### config.mk
export PLATFORM = sky130hd
export DESIGN_NAME = compass_heading_smoother_core
export DESIGN_NICKNAME = d
export VERILOG_FILES = /design/src/chs_pkg.sv /design/src/chs_front.sv /design/src/chs_queue.sv /design/src/chs_back.sv /design/src/compass_heading_smoother_core.sv
export SDC_FILE = /design/constraint.sdc
export NUM_CORES = 1
export LEC_CHECK = 0
export BUFFER_PORTS_ARGS = -buffer_cell sky130_fd_sc_hd__buf_2
export CAP_MARGIN = 30
export CORE_MARGIN = 10
export CORE_UTILIZATION = 65
export CTS_CLUSTER_SIZE = 25
export DETAILED_ROUTE_END_ITERATION = 10
export GPL_TIMING_DRIVEN = 1
export PLACE_DENSITY = 0.82
export SYNTH_ARGS = -nofsm -noshare
export SYNTH_HDL_FRONTEND = slang
export SYNTH_HIERARCHICAL = 1
export SYNTH_SLANG_ARGS = --single-unit
### constraint.sdc
create_clock -name clock -period 9.17 [get_ports clock]
set_clock_uncertainty 0.1 [all_clocks]
set_input_delay 0 -clock clock [delete_from_list [all_inputs] [get_ports clock]]
set_output_delay 0 -clock clock [all_outputs]
set_load 0.01 [all_outputs]
### src/chs_pkg.sv
package chs_pkg;

   localparam int CHS_ANGLE_BITS   = 16;
   localparam int CHS_CORDIC_STEPS = 16;
   localparam int CHS_TABLE_LEN    = 24;
   localparam int CHS_IDX_W        = 5;
   localparam int CHS_PRESCALE     = 20;
   localparam int CHS_QUEUE_DEPTH  = 2;
   localparam int CHS_SAMPLE_W     = 16;
   localparam int CHS_OUT_W        = 16;
   localparam int CHS_ALPHA_W      = 9;
   localparam int CHS_ACC_W        = 32;

   localparam logic [CHS_ALPHA_W-1:0] CHS_ALPHA_RESET = 9'd51;
   localparam logic [CHS_ALPHA_W-1:0] CHS_ALPHA_ONE   = 9'd256;

   // One classified sample: the vector is already turned into the right half plane.
   typedef struct packed {
      logic                           zero;
      logic                           flip;
      logic signed [CHS_SAMPLE_W:0]   x;
      logic signed [CHS_SAMPLE_W:0]   y;
   } chs_entry_type;

   typedef struct packed {
      logic full;
      logic empty;
   } chs_qstat_type;

   // Arctangent of 2^-i, with a full turn as 2^32.
   function automatic logic [CHS_ACC_W-1:0] chs_atan(input logic [CHS_IDX_W-1:0] idx);
      logic [CHS_ACC_W-1:0] val;
      unique case (idx)
         5'd0:    val = 32'h20000000;
         5'd1:    val = 32'h12E4051E;
         5'd2:    val = 32'h09FB385B;
         5'd3:    val = 32'h051111D4;
         5'd4:    val = 32'h028B0D43;
         5'd5:    val = 32'h0145D7E1;
         5'd6:    val = 32'h00A2F61E;
         5'd7:    val = 32'h00517C55;
         5'd8:    val = 32'h0028BE53;
         5'd9:    val = 32'h00145F2F;
         5'd10:   val = 32'h000A2F98;
         5'd11:   val = 32'h000517CC;
         5'd12:   val = 32'h00028BE6;
         5'd13:   val = 32'h000145F3;
         5'd14:   val = 32'h0000A2FA;
         5'd15:   val = 32'h0000517D;
         5'd16:   val = 32'h000028BE;
         5'd17:   val = 32'h0000145F;
         5'd18:   val = 32'h00000A30;
         5'd19:   val = 32'h00000518;
         5'd20:   val = 32'h0000028C;
         5'd21:   val = 32'h00000146;
         5'd22:   val = 32'h000000A3;
         5'd23:   val = 32'h00000051;
         default: val = '0;
      endcase
      return val;
   endfunction

endpackage

### src/chs_front.sv
module chs_front
   import chs_pkg::*;
(
   input  logic          req_tvalid,
   output logic          req_tready,
   input  logic [31:0]   req_tdata,
   input  chs_qstat_type q_status,
   output logic          push,
   output chs_entry_type push_entry
);

   logic signed [CHS_SAMPLE_W-1:0] mag_x;
   logic signed [CHS_SAMPLE_W-1:0] mag_y;
   logic signed [CHS_SAMPLE_W:0]   x_ext;
   logic signed [CHS_SAMPLE_W:0]   y_ext;

   always_comb begin
      mag_x = $signed(req_tdata[CHS_SAMPLE_W-1:0]);
      mag_y = $signed(req_tdata[2*CHS_SAMPLE_W-1:CHS_SAMPLE_W]);
      x_ext = (CHS_SAMPLE_W+1)'(mag_x);
      y_ext = (CHS_SAMPLE_W+1)'(mag_y);
      push_entry.zero = (mag_x == '0) && (mag_y == '0);
      // A vector in the left half plane is turned by half a turn before the CORDIC.
      push_entry.flip = mag_x[CHS_SAMPLE_W-1];
      push_entry.x    = push_entry.flip ? -x_ext : x_ext;
      push_entry.y    = push_entry.flip ? -y_ext : y_ext;
   end

   assign req_tready = !q_status.full;
   assign push       = req_tvalid && !q_status.full;

endmodule

### src/chs_queue.sv
module chs_queue
   import chs_pkg::*;
#(
   parameter int DEPTH = CHS_QUEUE_DEPTH
) (
   input  logic          clock,
   input  logic          reset,
   input  logic          push,
   input  chs_entry_type push_entry,
   input  logic          pop,
   output chs_entry_type pop_entry,
   output chs_qstat_type status
);

   localparam int PTR_W = (DEPTH > 1) ? $clog2(DEPTH) : 1;
   localparam int CNT_W = $clog2(DEPTH + 1);
   localparam logic [PTR_W-1:0] LAST_PTR = PTR_W'(DEPTH - 1);
   localparam logic [CNT_W-1:0] FULL_CNT = CNT_W'(DEPTH);

   chs_entry_type    entry_ff [DEPTH];
   logic [PTR_W-1:0] wr_ptr_ff, wr_ptr_in;
   logic [PTR_W-1:0] rd_ptr_ff, rd_ptr_in;
   logic [CNT_W-1:0] count_ff, count_in;

   always_comb begin
      wr_ptr_in = wr_ptr_ff;
      rd_ptr_in = rd_ptr_ff;
      count_in  = count_ff;
      if (push) begin
         wr_ptr_in = (wr_ptr_ff == LAST_PTR) ? '0 : wr_ptr_ff + 1'b1;
      end
      if (pop) begin
         rd_ptr_in = (rd_ptr_ff == LAST_PTR) ? '0 : rd_ptr_ff + 1'b1;
      end
      if (push && !pop) begin
         count_in = count_ff + 1'b1;
      end else if (pop && !push) begin
         count_in = count_ff - 1'b1;
      end
   end

   always_ff @(posedge clock) begin
      if (reset) begin
         wr_ptr_ff <= '0;
         rd_ptr_ff <= '0;
         count_ff  <= '0;
      end else begin
         wr_ptr_ff <= wr_ptr_in;
         rd_ptr_ff <= rd_ptr_in;
         count_ff  <= count_in;
      end
   end

   always_ff @(posedge clock) begin
      if (push) begin
         entry_ff[wr_ptr_ff] <= push_entry;
      end
   end

   assign pop_entry    = entry_ff[rd_ptr_ff];
   assign status.full  = (count_ff == FULL_CNT);
   assign status.empty = (count_ff == '0);

endmodule

### src/chs_back.sv
module chs_back
   import chs_pkg::*;
#(
   parameter int ANGLE_BITS   = CHS_ANGLE_BITS,
   parameter int CORDIC_STEPS = CHS_CORDIC_STEPS
) (
   input  logic                   clock,
   input  logic                   reset,
   input  chs_qstat_type          q_status,
   input  chs_entry_type          q_entry,
   output logic                   pop,
   input  logic [CHS_ALPHA_W-1:0] alpha,
   output logic                   rsp_tvalid,
   input  logic                   rsp_tready,
   output logic [31:0]            rsp_tdata
);

   localparam int XY_W      = CHS_SAMPLE_W + CHS_PRESCALE + 4;
   localparam int DW        = ANGLE_BITS + 2;
   localparam int PW        = DW + CHS_ALPHA_W + 1;
   localparam int STEPS_EFF = (CORDIC_STEPS > CHS_TABLE_LEN) ? CHS_TABLE_LEN : CORDIC_STEPS;
   localparam logic [CHS_IDX_W-1:0] LAST_IDX = CHS_IDX_W'(STEPS_EFF - 1);
   localparam logic [CHS_ACC_W-1:0] ROUND_Z  = CHS_ACC_W'(1) << (31 - ANGLE_BITS);
   localparam logic [CHS_ACC_W-1:0] HALF_Z   = CHS_ACC_W'(1) << (CHS_ACC_W - 1);
   localparam logic signed [DW-1:0] HALF_D   = DW'(1) << (ANGLE_BITS - 1);
   localparam logic signed [DW-1:0] TURN_D   = DW'(1) << ANGLE_BITS;
   localparam logic signed [PW-1:0] ROUND_P  = PW'(128);

   localparam logic [2:0] ST_IDLE = 3'd0;
   localparam logic [2:0] ST_ITER = 3'd1;
   localparam logic [2:0] ST_RAW  = 3'd2;
   localparam logic [2:0] ST_DIFF = 3'd3;
   localparam logic [2:0] ST_EMIT = 3'd4;

   logic [2:0]                  state_ff, state_in;
   logic [CHS_IDX_W-1:0]        iter_ff, iter_in;
   logic signed [XY_W-1:0]      x_ff, x_in;
   logic signed [XY_W-1:0]      y_ff, y_in;
   logic [CHS_ACC_W-1:0]        z_ff, z_in;
   logic                        zero_ff, zero_in;
   logic [ANGLE_BITS-1:0]       raw_ff, raw_in;
   logic signed [PW-1:0]        prod_ff, prod_in;
   logic [ANGLE_BITS-1:0]       held_ff, held_in;
   logic                        first_ff, first_in;
   logic                        out_valid_ff, out_valid_in;
   logic [CHS_OUT_W-1:0]        out_smooth_ff, out_smooth_in;
   logic [CHS_OUT_W-1:0]        out_raw_ff, out_raw_in;

   logic signed [XY_W-1:0]      xs;
   logic signed [XY_W-1:0]      ys;
   logic [CHS_ACC_W-1:0]        z_round;
   logic signed [DW-1:0]        d_raw;
   logic signed [DW-1:0]        d_wrap;
   logic [CHS_ALPHA_W-1:0]      alpha_sat;
   logic signed [PW-1:0]        p_round;
   logic signed [PW-1:0]        step_v;
   logic signed [ANGLE_BITS-1:0] new_held;
   logic signed [ANGLE_BITS-1:0] raw_s;
   logic signed [31:0]          held_ext;
   logic signed [31:0]          raw_ext;
   logic                        emit;

   always_comb begin
      state_in      = state_ff;
      iter_in       = iter_ff;
      x_in          = x_ff;
      y_in          = y_ff;
      z_in          = z_ff;
      zero_in       = zero_ff;
      raw_in        = raw_ff;
      prod_in       = prod_ff;
      held_in       = held_ff;
      first_in      = first_ff;
      out_valid_in  = out_valid_ff && !rsp_tready;
      out_smooth_in = out_smooth_ff;
      out_raw_in    = out_raw_ff;
      pop           = 1'b0;
      emit          = 1'b0;

      xs      = x_ff >>> iter_ff;
      ys      = y_ff >>> iter_ff;
      z_round = z_ff + ROUND_Z;

      // Difference to the held heading, folded into the shortest way round.
      d_raw  = DW'($signed(raw_ff)) - DW'($signed(held_ff));
      d_wrap = d_raw;
      if (d_raw > HALF_D) begin
         d_wrap = d_raw - TURN_D;
      end else if (d_raw < -HALF_D) begin
         d_wrap = d_raw + TURN_D;
      end
      alpha_sat = (alpha > CHS_ALPHA_ONE) ? CHS_ALPHA_ONE : alpha;

      p_round  = prod_ff + ROUND_P;
      step_v   = p_round >>> 8;
      new_held = first_ff ? $signed(raw_ff)
                          : $signed(held_ff + step_v[ANGLE_BITS-1:0]);
      raw_s    = $signed(raw_ff);
      held_ext = 32'(new_held);
      raw_ext  = 32'(raw_s);

      unique case (state_ff)
         ST_IDLE: begin
            if (!q_status.empty) begin
               pop     = 1'b1;
               x_in    = XY_W'($signed(q_entry.x)) <<< CHS_PRESCALE;
               y_in    = XY_W'($signed(q_entry.y)) <<< CHS_PRESCALE;
               z_in    = q_entry.flip ? HALF_Z : '0;
               zero_in = q_entry.zero;
               iter_in = '0;
               state_in = q_entry.zero ? ST_RAW : ST_ITER;
            end
         end
         ST_ITER: begin
            if (!y_ff[XY_W-1]) begin
               x_in = x_ff + ys;
               y_in = y_ff - xs;
               z_in = z_ff + chs_atan(iter_ff);
            end else begin
               x_in = x_ff - ys;
               y_in = y_ff + xs;
               z_in = z_ff - chs_atan(iter_ff);
            end
            iter_in = iter_ff + 1'b1;
            if (iter_ff == LAST_IDX) begin
               state_in = ST_RAW;
            end
         end
         ST_RAW: begin
            raw_in   = zero_ff ? '0 : z_round[CHS_ACC_W-1 -: ANGLE_BITS];
            state_in = ST_DIFF;
         end
         ST_DIFF: begin
            prod_in  = PW'(d_wrap) * PW'($signed({1'b0, alpha_sat}));
            state_in = ST_EMIT;
         end
         ST_EMIT: begin
            // The result waits here until the output register is free.
            if (!out_valid_ff || rsp_tready) begin
               emit = 1'b1;
            end
         end
         default: begin
            state_in = ST_IDLE;
         end
      endcase

      if (emit) begin
         held_in       = new_held;
         first_in      = 1'b0;
         out_valid_in  = 1'b1;
         out_smooth_in = held_ext[CHS_OUT_W-1:0];
         out_raw_in    = raw_ext[CHS_OUT_W-1:0];
         state_in      = ST_IDLE;
      end
   end

   always_ff @(posedge clock) begin
      if (reset) begin
         state_ff     <= ST_IDLE;
         held_ff      <= '0;
         first_ff     <= 1'b1;
         out_valid_ff <= 1'b0;
      end else begin
         state_ff     <= state_in;
         held_ff      <= held_in;
         first_ff     <= first_in;
         out_valid_ff <= out_valid_in;
      end
   end

   always_ff @(posedge clock) begin
      iter_ff       <= iter_in;
      x_ff          <= x_in;
      y_ff          <= y_in;
      z_ff          <= z_in;
      zero_ff       <= zero_in;
      raw_ff        <= raw_in;
      prod_ff       <= prod_in;
      out_smooth_ff <= out_smooth_in;
      out_raw_ff    <= out_raw_in;
   end

   assign rsp_tvalid = out_valid_ff;
   assign rsp_tdata  = {out_raw_ff, out_smooth_ff};

endmodule

### src/compass_heading_smoother_core.sv
// Magnetometer heading with wrap-aware exponential smoothing.
// Input stream req_*: one transaction carries a signed X and Y field sample.
// Output stream rsp_*: one transaction per input, carrying the smoothed and
// the raw heading as binary angles (a full turn is 2^ANGLE_BITS units).
// csr_wr_en/csr_wr_data write the 9-bit smoothing weight in 1/256 units;
// write it only while no transaction is in flight.
// A two-entry queue sits between the input classifier and the CORDIC engine,
// so samples are taken while the engine is busy or a result is stalled.
// The engine works on one sample at a time: the single shared CORDIC stage
// does one iteration per cycle, followed by rounding, difference and update
// steps, and the next sample is popped only after the result is emitted.
// A zero vector skips the iterations.
// Reset empties the queue and the output register, loads the weight 51
// and arms the first-sample load of the smoothed heading.
// While rsp_tready is low the result holds; the engine waits with the next
// result and the queue fills, after which req_tready falls.
module compass_heading_smoother_core
   import chs_pkg::*;
#(
   parameter int ANGLE_BITS   = CHS_ANGLE_BITS,
   parameter int CORDIC_STEPS = CHS_CORDIC_STEPS,
   parameter int QUEUE_DEPTH  = CHS_QUEUE_DEPTH
) (
   input  logic                   clock,
   input  logic                   reset,
   input  logic                   req_tvalid,
   output logic                   req_tready,
   input  logic [31:0]            req_tdata,   // mag_x [15:0], mag_y [31:16]
   output logic                   rsp_tvalid,
   input  logic                   rsp_tready,
   output logic [31:0]            rsp_tdata,   // smoothed_heading [15:0], raw_heading [31:16]
   input  logic                   csr_wr_en,
   input  logic [CHS_ALPHA_W-1:0] csr_wr_data
);

   logic [CHS_ALPHA_W-1:0] alpha_ff, alpha_in;
   chs_qstat_type          q_status;
   chs_entry_type          push_entry;
   chs_entry_type          pop_entry;
   logic                   push;
   logic                   pop;

   assign alpha_in = csr_wr_en ? csr_wr_data : alpha_ff;

   always_ff @(posedge clock) begin
      if (reset) begin
         alpha_ff <= CHS_ALPHA_RESET;
      end else begin
         alpha_ff <= alpha_in;
      end
   end

   chs_front u_front (
      .req_tvalid (req_tvalid),
      .req_tready (req_tready),
      .req_tdata  (req_tdata),
      .q_status   (q_status),
      .push       (push),
      .push_entry (push_entry)
   );

   chs_queue #(
      .DEPTH (QUEUE_DEPTH)
   ) u_queue (
      .clock      (clock),
      .reset      (reset),
      .push       (push),
      .push_entry (push_entry),
      .pop        (pop),
      .pop_entry  (pop_entry),
      .status     (q_status)
   );

   chs_back #(
      .ANGLE_BITS   (ANGLE_BITS),
      .CORDIC_STEPS (CORDIC_STEPS)
   ) u_back (
      .clock      (clock),
      .reset      (reset),
      .q_status   (q_status),
      .q_entry    (pop_entry),
      .pop        (pop),
      .alpha      (alpha_ff),
      .rsp_tvalid (rsp_tvalid),
      .rsp_tready (rsp_tready),
      .rsp_tdata  (rsp_tdata)
   );

endmodule

* Yosys cells after proc, flatten, opt, wreduce, memory -nomap -nowiden
Memories as Yosys holds them, arrays and structs flattened. A register that Yosys moved wholly into a read port is not among the register bits.
Index checks and enable logic that the tools add are counted.
W data, S select, Z words.
** Storage, ports and cells
- Register bits :: 224
- RAM bits :: 72
- Memory bits (read-only) :: 1920
- Bits of input ports :: 46
- Memories :: 3
** Operators by class
- Add/sub/neg operators :: 19
- Multipliers :: 1
- Order comparisons :: 3
- Equality and inequality tests :: 8
- Shifts and indexed selects :: 2
- Mux-type cells :: 41
- Bitwise operators :: 2
- Reduce and logical (&&, ||, !) cells :: 21
** Memories
- (name not given) :: words 32, width 30, read ports 1, clocked after Yosys merged registers in 1, write ports 0, line chs_pkg.sv:33 : unique case (idx)
- (name not given) :: words 32, width 30, read ports 1, clocked after Yosys merged registers in 1, write ports 0, line chs_pkg.sv:33
- u_queue.entry_ff :: words 2, width 36, read ports 1, clocked after Yosys merged registers in 1, write ports 1, line chs_queue.sv:20 : chs_entry_type entry_ff [DEPTH];
** Operator list (count)
- $mux W32 :: 7
- $mux W40 :: 4
- $pmux W40 S2 :: 2
- $add A40 B40 Y40 :: 2
- $sshr A40 B5 Y40 :: 2
- $sub A40 B40 Y40 :: 2
- $pmux W32 S2 :: 1
- $mux W18 :: 2
- $mux W17 :: 2
- $neg A16 Y17 :: 2
- $add A32 B16 Y32 const B :: 1
- $add A32 B32 Y32 :: 1
- $logic_not A16 Y1 :: 2
- $sub A32 B32 Y32 :: 1
- $add A24 B9 Y24 const B :: 1
- $mul A18 B10 Y24 :: 1
- $add A18 B18 Y18 const B :: 1
- $gt A18 B17 Y1 const B :: 1
- $lt A18 B16 Y1 const B :: 1
- $sub A18 B18 Y18 const B :: 1
- $sub A16 B16 Y17 :: 1
- $add A16 B16 Y16 :: 1
- $mux W16 :: 1
- $mux W5 :: 3
- 28 further kinds :: 54

* Logic depth before layout (Yosys ltp)
- Word-level depth :: 7
- Gate-level depth with buffers :: 30
- Mapped depth without buffers :: 30

* Hierarchy
Netlist, hierarchy kept.
** By module, submodules not included
- chs_back :: instances 1, cells each 3398, area an instance 29403.2 um2, sequential area each 6516.2 um2
- chs_queue :: instances 1, cells each 134, area an instance 2813.9 um2, sequential area each 2262.2 um2
- chs_front :: instances 1, cells each 108, area an instance 695.7 um2, sequential area each 0.0 um2
- compass_heading_smoother_core :: instances 1, cells each 29, area an instance 330.3 um2, sequential area each 180.2 um2

* Least setup slack after synthesis
No wires, ideal clock.
- Path type :: register to register
- Start point :: register u_back.held_ff[1]
- End point :: register u_back.prod_ff[22], data pin
- Setup time :: 0.258 ns
- Arrival time :: 7.342 ns
- Slack :: 1.470 ns
- Cell stages (with the launch flop) :: 28
- Clock period less this slack :: 7.700 ns
- Cell sequence :: dfxtp_1 > inv_1 > ha_1 > nor2b_1 > o211ai_1 > a2111oi_0 > or4_1 > a2111oi_0 > nand4b_1 > a2111oi_1 > nor2_1 > and2_1 > inv_1 > fa_1 > fa_1 > fa_1 > inv_1 > fa_1 > inv_1 > fa_1 > inv_1 > ha_1 > nand2_1 > o31ai_1 > nor4_1 > nor4b_1 > nor2_1 > xnor2_1
** On the way
- Word-level cells in the longest chain between the ends :: 5
** RTL lines
- start, declared :: line chs_back.sv:43 : logic [ANGLE_BITS-1:0] held_ff, held_in;
- start signal, assigned :: line chs_back.sv:166 : held_ff <= held_in;
- $sub A16 B16 Y17 (*) :: line chs_back.sv:85 : d_raw = DW'($signed(raw_ff)) - DW'($signed(held_ff));
- $add A18 B18 Y18 or $lt A18 B16 Y1 (tied branches) :: line chs_back.sv:90, chs_back.sv:89
- $mux W18 :: line chs_back.sv:89 : end else if (d_raw < -HALF_D) begin
- $mux W18 (*) :: line chs_back.sv:87 : if (d_raw > HALF_D) begin
- $mul A18 B10 Y24 (*) :: line chs_back.sv:134 : prod_in = PW'(d_wrap) * PW'($signed({1'b0, alpha_sat}));
- end signal, assigned :: line chs_back.sv:179 : prod_ff <= prod_in;
- end, declared :: line chs_back.sv:42 : logic signed [PW-1:0] prod_ff, prod_in;
Mark *: on every way between the ends. The rest lies on a longest branch, timed or not.
A chain may end at the register's enable or synchronous reset.

* Worst setup path in the final report
- Start point :: register u_back.raw_ff[0]
- End point :: register u_back.prod_ff[23], data pin
** On the way
- Word-level cells in the longest chain between the ends :: 5
** RTL lines
- start, declared :: line chs_back.sv:41 : logic [ANGLE_BITS-1:0] raw_ff, raw_in;
- start signal, assigned :: line chs_back.sv:178 : raw_ff <= raw_in;
- $sub A16 B16 Y17 (*) :: line chs_back.sv:85
- $add A18 B18 Y18 or $lt A18 B16 Y1 (tied branches) :: line chs_back.sv:90, chs_back.sv:89
- $mux W18 :: line chs_back.sv:89
- $mux W18 (*) :: line chs_back.sv:87
- $mul A18 B10 Y24 (*) :: line chs_back.sv:134
Marked as above.

==> impl_metrics.env <==
export IMPL_synth_top_cells_by_count="nor2_1, nand2_1, inv_1"
export IMPL_finalHoldViolCount=0
export IMPL_wl_per_cell_um=22.7
export IMPL_setup_viol=0
export IMPL_cap_violations=0
export IMPL_endpoint="u_back/prod_ff[23]$_DFFE_PP_"
export IMPL_cts_buffers=38
export IMPL_synth_top_family_by_area="simple AND/OR/NAND/NOR gates"
export IMPL_slew_viol_final=0
export IMPL_drive_gt1_share_pct=11.3
export IMPL_syn_inst=3669
export IMPL_crit_start="u_back/raw_ff[0]$_SDFFCE_PP0N_"
export IMPL_hpwl_mm=72.7
export IMPL_yosysTopAreaCell="edfxtp_1"
export IMPL_crit_required_ps=9380
export IMPL_startpoint_type="register"
export IMPL_dieArea_um2=60600
export IMPL_cp_data_arrival_time_ps=8800
export IMPL_cp_max_fo=9
export IMPL_yosys_area_share_simple_pct=17.1
export IMPL_dpl_worst_slack_ps=489
export IMPL_rr_endpoint="u_back/prod_ff[23]$_DFFE_PP_"
export IMPL_end_kind="register"
export IMPL_grt_use_total_pct=32.3
export IMPL_multiInputGateArea_um2=22500
export IMPL_cts_sinks=320
export IMPL_status="finished, final reports clean"
export IMPL_synth_area_um2=33200
export IMPL_cp_common_cell="fa_1"
export IMPL_drt_iter0_drc=2928
export IMPL_syn_avg_cell_area_um2=9.06
export IMPL_fillers=3774
export IMPL_synth_seq_area_share_pct=26.9
export IMPL_synth_top_area_share_pct=23.0
export IMPL_grt_max_degree=84
export IMPL_slowest_stage="a2111oi_1"
export IMPL_gp_congestion=1.02
export IMPL_max_freq_mhz=116
export IMPL_r2r_setup_slack_ps=580
export IMPL_antenna_left=0
export IMPL_worstSetupPathType="register to register"
export IMPL_fin_crit_sh_pct=93.7
export IMPL_ioPinCount=80
export IMPL_fin_ws_ps=579
export IMPL_grt_overflow=0
export IMPL_synth_fp_nets=4045
export IMPL_r2r_cells=30
export IMPL_drc=0
export IMPL_die_w_um=246
export IMPL_synth_most_common_cell="nor2_1"
export IMPL_reg2reg_from="u_back/raw_ff[0]$_SDFFCE_PP0N_"
export IMPL_cts_buffer_depth=3
export IMPL_post_cts_buffers=0
export IMPL_clkLatencyLatePin_ps=580
export IMPL_synthFlopType="edfxtp_1"
export IMPL_grt_pass1_vias=28200
export IMPL_cpPeakStageDelay_ps=630
export IMPL_synth_seq_cells=320
export IMPL_rows=82
export IMPL_die_h_um=246
export IMPL_final_nets=4113
export IMPL_relSlewSlack_pct=32.9
export IMPL_tightest_slew_ps=994
export IMPL_antenna_found_initial=2
export IMPL_synth_xor_area_share_pct=7.19
export IMPL_async_flop_share_pct=0
export IMPL_synth_edf_count=255
export IMPL_hold_class="primary input to register"
export IMPL_cts_root_buf="clkbuf_16"
export IMPL_grt_pass1_wl_mm=156
export IMPL_seqCellArea_um2=8960
export IMPL_cts_tree="built"
export IMPL_synthMuxAreaShare_pct=11.6
export IMPL_htree_levels=2
export IMPL_syn2layout_area_growth_pct=9.09
export IMPL_dr_pass1_iters=6
export IMPL_wirelength_mm=101
export IMPL_coreArea_um2=50400
export IMPL_rsz0062_at_grt="false"
export IMPL_vias=29300
export IMPL_post_route_min_period_ps=8590
export IMPL_setup_tns_ps=0
export IMPL_synth_fa_ha_area_share_pct=15.2
export IMPL_synth_distinct_cells=104
export IMPL_path_clk_slew_ps=60
export IMPL_ys_warn_count=6
export IMPL_vias_per_cell=6.59
export IMPL_portBuffers=79
export IMPL_finalInstanceArea_um2=36300
export IMPL_synth_compound_area_share_pct=16.5
export IMPL_initial_core_util_pct=66.0
export IMPL_postPlaceCellArea_um2=34100
export IMPL_synth_area_leaders="edfxtp_1, ha_1, fa_1, mux4_2, xnor2_1"
worst min path at each step:
stage                         startpoint                               end  cells past startpoint
final                      req_tdata[16]  u_queue/entry_ff[1][0]$_DFFE_PP_                      2
after floorplan                    reset  u_queue/count_ff[1]$_SDFFE_PP0P_                      1
after CTS                  req_tdata[16]  u_queue/entry_ff[1][0]$_DFFE_PP_                      2
after global placement    csr_wr_data[5]          alpha_ff[5]$_SDFFE_PP1P_                      2
after detailed placement  csr_wr_data[5]          alpha_ff[5]$_SDFFE_PP1P_                      2
after global routing       req_tdata[16]  u_queue/entry_ff[1][0]$_DFFE_PP_                      2
cells in the final DEF, fill, tap and decap left out, types with 47 or more instances in the layout:
cell type and n:
a211oi_1 47, a21o_1 59, a21oi_1 221, buf_2 79
dfxtp_1 64, dlygate4sd3_1 76, edfxtp_1 255, fa_1 122
ha_1 208, inv_1 266, mux2_2 78, mux2i_1 96
mux4_2 80, nand2_1 316, nand2b_1 49, nand3_1 74
nor2_1 401, nor3_1 81, o21ai_0 183, xnor2_1 177
xor2_1 96
registers in the layout, summed over array words and instances (netlist names), 2 cells and up, named ones only:
signal / count
u_queue/entry_ff: 72
u_back/x_ff: 40
u_back/y_ff: 40
u_back/z_ff: 32
u_back/prod_ff: 17
u_back/held_ff: 16
u_back/out_raw_ff: 16
u_back/out_smooth_ff: 16
u_back/raw_ff: 16
alpha_ff: 9
u_back/iter_ff: 5
u_back/state_ff: 3
u_queue/count_ff: 2
repair_timing:
| item | in CTS | in global routing |
|---|---|---|
| gates resized for setup | 0 | 6 |
| hold buffers | 76 | 0 |
| endpoints found under the hold margin | 98 | 0 |
| endpoints found under the setup margin | 0 | 3 |
worst max-delay path: cells and delay by family (launching register included):
family / cells / cell delay [ps]
XOR/XNOR: 1 / 100
AO/OA/AOI/OAI: 8 / 2530
adder cells (fa/ha/maj): 8 / 3260
flip-flops: 1 / 410
buffers and inverters: 6 / 600
AND/OR/NAND/NOR: 7 / 1340
cell type report:
cell class,count,area share [%]
antenna,2,0.0138
clock buffer,52,3.08
clock inverter,17,0.590
inverter,270,2.80
multi-input combinational,2903,62.1
sequential,320,24.7
tap,672,2.32
timing repair buffer,204,4.39
through the flow:
stage                     hold WS [ps]  cells  util [%]
final                              123   4440      72.0
after global routing               133   4440      72.0
after CTS                         76.0   4436      71.9
after detailed placement           119   4291      67.7
after global placement             112   4289      67.7
after floorplan                  -30.9   3669         -
logic make-up (layout without fill, tap and decap cells):
family          after synthesis  after routing
buf+inv                     446            543
fa+ha+maj                   330            330
mux                         262            262
flops                       320            320
compound gates              841            841
xor+xnor                    273            273
other cells                   1              3
simple gates               1196           1196
routing by layer:
| metal | vias to the layer above | GRT usage [%] | wire, µm |
|---|---|---|---|
| li1 | 13400 | - | - |
| met1 | 14100 | 41.2 | 40000 |
| met2 | 1433 | 53.2 | 47700 |
| met3 | 321 | 4.70 | 7800 |
| met4 | 0 | 15.6 | 5130 |
| met5 | - | 0 | 0 |
Power is left out: the tool's default activity adds up to more than one toggle a clock period on the data nets, which glitch-free logic cannot reach.
